===== config.mk =====
export PLATFORM = sky130hd
export DESIGN_NAME = mqlp_ram
export DESIGN_NICKNAME = d
export VERILOG_FILES = /design/src/hdl/mqlp_ram.sv
export SDC_FILE = /design/constraint.sdc
export NUM_CORES = 1
export LEC_CHECK = 0
export BUFFER_PORTS_ARGS = -buffer_cell sky130_fd_sc_hd__clkbuf_2
export CAP_MARGIN = 20
export CORE_ASPECT_RATIO = 0.8
export CORE_MARGIN = 2
export CORE_UTILIZATION = 50
export CTS_CLUSTER_SIZE = 40
export DETAILED_ROUTE_END_ITERATION = 8
export HOLD_SLACK_MARGIN = 0.1
export MAX_ROUTING_LAYER = met4
export PLACE_DENSITY_LB_ADDON = 0.15
export SYNTH_ARGS = -nofsm -noshare
export SYNTH_HDL_FRONTEND = slang
export SYNTH_SLANG_ARGS = --single-unit

===== constraint.sdc =====
create_clock -name clk -period 1.4 [get_ports clk]
set_input_delay 0.07 -clock clk [delete_from_list [all_inputs] [get_ports clk]]
set_output_delay 0.07 -clock clk [all_outputs]
set_load 0.01 [all_outputs]

===== src/hdl/mqlp_ram.sv =====
// Generic single-write, single-read RAM with registered read data.
module mqlp_ram #(
	parameter int WIDTH = 8,
	parameter int DEPTH = 16
) (
	input  logic                     clk,
	input  logic                     we,
	input  logic [$clog2(DEPTH)-1:0] waddr,
	input  logic [WIDTH-1:0]         wdata,
	input  logic                     re,
	input  logic [$clog2(DEPTH)-1:0] raddr,
	output logic [WIDTH-1:0]         rdata
);

	logic [WIDTH-1:0] mem [DEPTH];

	always_ff @(posedge clk) begin
		if (we) begin
			mem[waddr] <= wdata;
		end
		if (re) begin
			rdata <= mem[raddr];
		end
	end

endmodule


After elaboration in Yosys (flattened, before gate mapping)
Memories as Yosys holds them, arrays and structs flattened. A register that Yosys moved wholly into a read port is not among the register bits.
Index checks and enable logic that the tools add are counted.
- bits in registers: 0
- word-level logic and storage cells: 3
- memory bits (writable): 128
- bits of input ports: 19
- memories: 1
- memories (name ; words ; width ; read ports ; clocked after memory_dff ; wr ports ; RTL line ; source):
    mem ; 16 ; 8 ; 1 ; 1 ; 1 ; 15 ; logic [WIDTH-1:0] mem [DEPTH];
- mux-type cells: 2
- operator list (kind ; count):
    1-bit two-way mux ; 2

Longest topological paths before layout
Gate-level depths: netlist of run 1.
- depth in word-level cells: 2
- mapped depth: 5

Least setup slack after synthesis of run 1
Ideal clock, no wire load.
- kind: input to register
- start point: in waddr[2]
- end point: mem mem[0][0], enable pin
- setup time: 0.383 ns
- required time: 1.017 ns
- data arrival time: 1.180 ns
- cell stages on the path: 2
- path slack: -0.163 ns
- path through: or3b_2 nor3_1
- RTL lines (what ; RTL line ; source):
    from (decl) ; 8 ; input logic [$clog2(DEPTH)-1:0] waddr,
    to (decl) ; 15 ;
No word-level cell before the write port.

==> results of run 1 <==
[registers in the layout, indices dropped and copies added (netlist names)]
name   flops
rdata      8
mem      128
[worst max path at each step]
| stage | start | endpoint | slack [ns] |
|---|---|---|---|
| after floorplan | raddr[0] | rdata[1]$_DFFE_PP_ | 0.05 |
| after global placement | raddr[0] | rdata[3]$_DFFE_PP_ | -0.22 |
| after detailed placement | raddr[0] | rdata[3]$_DFFE_PP_ | -0.24 |
| after CTS | mem[3][6]$_DFFE_PP_ | rdata[6]$_DFFE_PP_ | -0.01 |
| after global routing | mem[3][6]$_DFFE_PP_ | rdata[6]$_DFFE_PP_ | -0.04 |
| final | mem[3][6]$_DFFE_PP_ | rdata[6]$_DFFE_PP_ | 0.003 |
[worst max-delay path: stages (launching register included)]
cell      delay (ns)
edfxtp_1        0.37
mux4_2          0.48
a22oi_2         0.22
nand2_1         0.07
[synth_stat cells (all sizes together) (2+ instances only)]
master	number	area [um2]
a22oi	16	120
buf	7	56.3
clkdlybuf4s25	3	30.0
edfxtp	136	4080
mux4	32	773
nand2	9	33.8
nand2b	2	12.5
nand3b	2	15.0
nor2	13	48.8
nor3	4	20.0
[cells by family (layout without fill, tap and decap cells)]
family / Yosys count / in the layout / share of synthesized area
AO/OA/AOI/OAI: 16 / 16 / 0.0230
buffers and inverters: 10 / 82 / 0.0165
multiplexers: 32 / 32 / 0.148
flip-flops: 136 / 136 / 0.781
AND/OR/NAND/NOR: 35 / 35 / 0.0314
[power by group through the flow]
stage	combinational [mW]	sequential (mW)	clock [mW]
after floorplan	0.232	4.70	0
after global placement	0.435	4.70	0
after detailed placement	0.440	4.70	0
after CTS	0.460	4.62	4.55
final	0.467	4.62	4.48
after global routing	0.509	4.63	4.71
[per-stage QoR]
stage / TNS, ns / setup WS, ns / instance area (um2)
after global routing: -0.112 / -0.0403 / 6280
after CTS: -0.0103 / -0.0103 / 6290
after detailed placement: -1.37 / -0.240 / 5660
after global placement: -1.30 / -0.216 / 5660
after floorplan: 0 / 0.0476 / 5230
final: 0 / 0.00310 / 6280
[routing by layer]
layer  global-route usage  wire, um
met5                    -         0
met4               0.0753       103
met3               0.0652       744
met1                0.280      4680
met2                0.299      4800
[layout make-up]
cell class,count,area [um2]
Clock inverter,11,155
Multi-Input combinational cell,83,1070
Clock buffer,20,437
Timing Repair Buffer,51,360
Sequential cell,136,4080
Tap cell,140,175
Fill cell,717,3920
[timing repair]
| action | CTS | global route |
|---|---|---|
| hold buffers | 2 | 0 |
| pin swaps | 2 | 9 |
| endpoints found under the hold margin | 24 | 0 |
| resized for setup | 9 | 14 |
| setup endpoints to repair | 7 | 8 |
==> impl_metrics.env, run 1 <==
export IMPL_status="finished clean"
export IMPL_cts_buffers=17
export IMPL_drive_gt1_frac=0.389
export IMPL_fin_nets=308
export IMPL_switching_share=0.192
export IMPL_hold_end="mem[6][2]$_DFFE_PP_"
export IMPL_start_util=0.513
export IMPL_tightestPinTransition_ns=1.01
export IMPL_post_place_cells=408
export IMPL_grt_pass1_wl_um=15400
export IMPL_min_path_type="input pin to flop"
export IMPL_track_usage=0.207
export IMPL_syn_num_nets=248
export IMPL_cts_root_buf="clkbuf_16"
export IMPL_power_leakage_nw=2.10
export IMPL_portBuffers=26
export IMPL_synth_cell_types=18
export IMPL_timing_hold_ws_ns=0.105
export IMPL_crit_type="flop to flop"
export IMPL_dpl_hpwl_um=6400
export IMPL_cp_end_kind="flop"
export IMPL_dr_total_vias=2478
export IMPL_grt_pass1_vias=2550
export IMPL_ys_seq_area_frac=0.781
export IMPL_rows=33
export IMPL_cts_setup_buffers=0
export IMPL_syn_inst=229
export IMPL_rr_startpoint="mem[3][6]$_DFFE_PP_"
export IMPL_place_gp_congestion=0.698
export IMPL_clk_latency_ns=0.41
export IMPL_tritoncts="yes"
export IMPL_min_delay_start="wdata[2]"
export IMPL_yosys_warnings=0
export IMPL_required_ns=1.55
export IMPL_core_area_mm2=0.0102
export IMPL_ys_seq_elements=136
export IMPL_reg2reg_setup_slack_ns=0.003
export IMPL_grt_max_degree=20
export IMPL_hold_depth=1
export IMPL_viasPerCell=5.62
export IMPL_clkTransAtPathRegs_ns=0.05
export IMPL_drv_slew=0
export IMPL_drc_errors=0
export IMPL_timing_rr_end="rdata[6]$_DFFE_PP_"
export IMPL_cp_max_fo=1
export IMPL_min_period_ns=1.40
export IMPL_clock_sinks=136
export IMPL_synth_edf_count=136
export IMPL_cts_buffer_depth=2
export IMPL_fmax_mhz=716
export IMPL_wl_per_cell_um=23.4
export IMPL_final_common_cell="edfxtp_1"
export IMPL_synthArstFlopShare=0
export IMPL_hold_viol=0
export IMPL_rsz0062_at_grt="true"
export IMPL_layout_common_cells="edfxtp_1 (136), mux4_2 (30), clkbuf_2 (26)"
export IMPL_htreeDepth=4
export IMPL_die_h_um=95.5
export IMPL_grt_ovfl_total=0
export IMPL_finalSetupViolations=0
export IMPL_syn_area_mm2=0.00523
export IMPL_peakVddDrop_v=0.000848
export IMPL_antenna_found_initial=0
export IMPL_fin_cells=441
export IMPL_max_slew_margin=0.324
export IMPL_io_pins=27
export IMPL_maxCapViolations=0
export IMPL_comb_power_share=0.049
export IMPL_clockPowerShare=0.468
export IMPL_p_total_mw=9.57
export IMPL_drt_iter0_markers=234
export IMPL_die_area_mm2=0.0113
export IMPL_power_density_mw_per_mm2=1520
export IMPL_synth_ff_type="edfxtp_1"
export IMPL_seq_power_share=0.483
export IMPL_fin_crit_sh=0.998
export IMPL_p_sw_mw=1.83
export IMPL_firstDrtPassIters=4
export IMPL_totalWireLength_um=10300
export IMPL_utilization=0.616
export IMPL_die_w_um=118
export IMPL_synthToLayoutAreaGrowth_pct=20.2
export IMPL_ant_nets=0
export IMPL_syn_area_per_cell_um2=22.8
export IMPL_critPathArrivalTime_ns=1.55
export IMPL_skew_ns=0.00707
export IMPL_r2r_cells=3
export IMPL_antenna_cells=0
export IMPL_startpoint_type="flop"
export IMPL_internal_power_mw=7.74
Note: power is estimated with default switching activity, not from simulation.
==> inputs of run 2 (changes only) <==
- CELL_PAD_IN_SITES_DETAIL_PLACEMENT: default -> 0
- CELL_PAD_IN_SITES_GLOBAL_PLACEMENT: default -> 2
- CORE_UTILIZATION: 50 -> 43
==> run 2 against run 1 <==
Clock skew hardly changed. Non-clock buffer count shrank 4. Highest routed layer unchanged. Critical endpoint is now rdata[1]$_DFFE_PP_. Critical path depth stayed put. Register-to-register slack worse by 0.03 ns. The run now ends with setup timing left. First-iteration DRC count is 0.43% lower. Design area decreased by 0.94%. Sequential share of layout area rose by 0.61 points.
==> impl_metrics.env, run 2 (synthesized netlist as in run 1, its figures left out) <==
export IMPL_skew_ns=0.00692
export IMPL_clock_sinks=136
export IMPL_num_fill_cells=909
export IMPL_firstDrtPassIters=4
export IMPL_grt_ovfl_total=0
export IMPL_grt_pass1_vias=2545
export IMPL_crit_type="flop to flop"
export IMPL_cts_buffers=17
export IMPL_required_ns=1.55
export IMPL_htreeDepth=4
export IMPL_power_leakage_nw=2.05
export IMPL_timing_rr_end="rdata[1]$_DFFE_PP_"
export IMPL_dr_total_vias=2469
export IMPL_startpoint_type="flop"
export IMPL_fin_crit_sh=1.02
export IMPL_die_w_um=127
export IMPL_core_area_mm2=0.0117
export IMPL_timing_hold_ws_ns=0.122
export IMPL_finalSetupViolations=1
export IMPL_critPathArrivalTime_ns=1.58
export IMPL_place_ws_ns=-0.283
export IMPL_track_usage=0.184
export IMPL_fin_nets=304
export IMPL_cts_buffer_depth=2
export IMPL_violations="setup timing"
export IMPL_drv_slew=0
export IMPL_grt_max_degree=25
export IMPL_rsz0062_at_grt="true"
export IMPL_rows=35
export IMPL_grt_pass1_wl_um=16100
export IMPL_cts_setup_buffers=0
export IMPL_min_period_ns=1.43
export IMPL_top_regs="mem (128), rdata (8)"
export IMPL_setup_slack_ns=-0.0261
export IMPL_rr_startpoint="mem[3][1]$_DFFE_PP_"
export IMPL_place_gp_congestion=0.737
export IMPL_cts_root_buf="clkbuf_16"
export IMPL_portBuffers=26
export IMPL_reg2reg_setup_slack_ns=-0.03
export IMPL_io_pins=27
export IMPL_hold_depth=1
export IMPL_drive_gt1_frac=0.403
export IMPL_start_util=0.447
export IMPL_status="finished with violations"
export IMPL_antenna_found_initial=0
export IMPL_min_delay_start="wdata[4]"
export IMPL_clkTransAtPathRegs_ns=0.06
export IMPL_dpl_hpwl_um=6800
export IMPL_ant_nets=0
export IMPL_wl_per_cell_um=23.8
export IMPL_max_slew_margin=0.452
export IMPL_cp_max_fo=1
export IMPL_drc_errors=0
export IMPL_synthToLayoutAreaGrowth_pct=19.1
export IMPL_tritoncts="yes"
export IMPL_min_path_type="input pin to flop"
export IMPL_r2r_cells=3
export IMPL_hold_viol=0
export IMPL_final_common_cell="edfxtp_1"
export IMPL_drt_iter0_markers=233
export IMPL_peakVddDrop_v=0.000800
export IMPL_maxCapViolations=0
export IMPL_die_h_um=103
export IMPL_clk_latency_ns=0.41
export IMPL_viasPerCell=5.54
export IMPL_antenna_cells=0
export IMPL_tightestPinTransition_ns=0.820
export IMPL_cp_end_kind="flop"
export IMPL_largest_reg_flops=128
export IMPL_layout_common_cells="edfxtp_1 (136), mux4_2 (30), clkbuf_2 (26)"
export IMPL_top_register="mem"
export IMPL_totalWireLength_um=10600
export IMPL_hold_end="mem[7][4]$_DFFE_PP_"
export IMPL_fmax_mhz=701
export IMPL_power_density_mw_per_mm2=1470
export IMPL_die_area_mm2=0.0131
[run 2: cell count changes in the layout (fill, tap and decap cells not counted)]
cell and change:
clkinvlp_4 +5, buf_4 -3, bufinv_16 -3, clkbuf_1 -3
clkinv_1 -2, clkinv_4 +2, inv_6 +2, dlygate4sd3_1 -1
[run 2: stage by stage]
step | setup TNS, ns | utilization | area [um2] | power (mW) | std cells
2_1_floorplan | 0 | - | 5230 | 4.93 | 229
6_report | -0.0261 | 0.532 | 6220 | 9.18 | 446
4_1_cts | -0.141 | 0.533 | 6230 | 9.25 | 446
3_3_place_gp | -1.72 | 0.483 | 5650 | 5.15 | 413
5_1_grt | -0.244 | 0.532 | 6220 | 9.48 | 446
3_5_place_dp | -1.79 | 0.483 | 5650 | 5.15 | 413
[run 2: layer usage]
layer / vias up / share of wire / wire length (um) / global-route usage
met2: 73 / 0.45 / 4730 / 0.255
met5: - / 0 / 0 / -
li1: 1081 / - / - / -
met1: 1303 / 0.49 / 5230 / 0.271
met3: 12 / 0.049 / 522 / 0.0519
met4: 0 / 0.011 / 116 / 0.0473
[run 2: worst max-delay path by stage]
stage,start,endpoint,slack (ns)
2_1_floorplan,raddr[0],rdata[1]$_DFFE_PP_,0.05
3_3_place_gp,raddr[0],rdata[0]$_DFFE_PP_,-0.28
3_5_place_dp,raddr[0],rdata[1]$_DFFE_PP_,-0.28
4_1_cts,mem[2][1]$_DFFE_PP_,rdata[1]$_DFFE_PP_,-0.05
5_1_grt,mem[2][1]$_DFFE_PP_,rdata[1]$_DFFE_PP_,-0.07
6_report,mem[3][1]$_DFFE_PP_,rdata[1]$_DFFE_PP_,-0.03
[run 2: power breakdown]
| group | leakage, nW | total [mW] | switching [mW] | internal, mW |
|---|---|---|---|---|
| logic | 0.557 | 0.475 | 0.274 | 0.201 |
| clock network | 0.259 | 4.09 | 1.65 | 2.44 |
| registers | 1.24 | 4.61 | 0.0245 | 4.59 |
| total | 2.05 | 9.18 | 1.95 | 7.23 |
[run 2: critical path: stages (launching register included)]
cell,delay [ns]
edfxtp_1,0.37
mux4_2,0.50
a22oi_2,0.23
nand2_1,0.07
[run 2: area by class of cell]
class                           count  area [um2]  share of cell area
Clock inverter                     15         130              0.0209
Clock buffer                       17         425              0.0683
Sequential cell                   136        4080               0.656
Timing Repair Buffer               47         328              0.0527
Tap cell                          148         185              0.0297
Multi-Input combinational cell     83        1070               0.172
[run 2: timing repair]
action	in CTS	in global routing
setup endpoints to repair	8	8
hold buffers	1	0
pin swaps	7	4
gates resized for setup	16	7
endpoints found under the hold margin	8	0
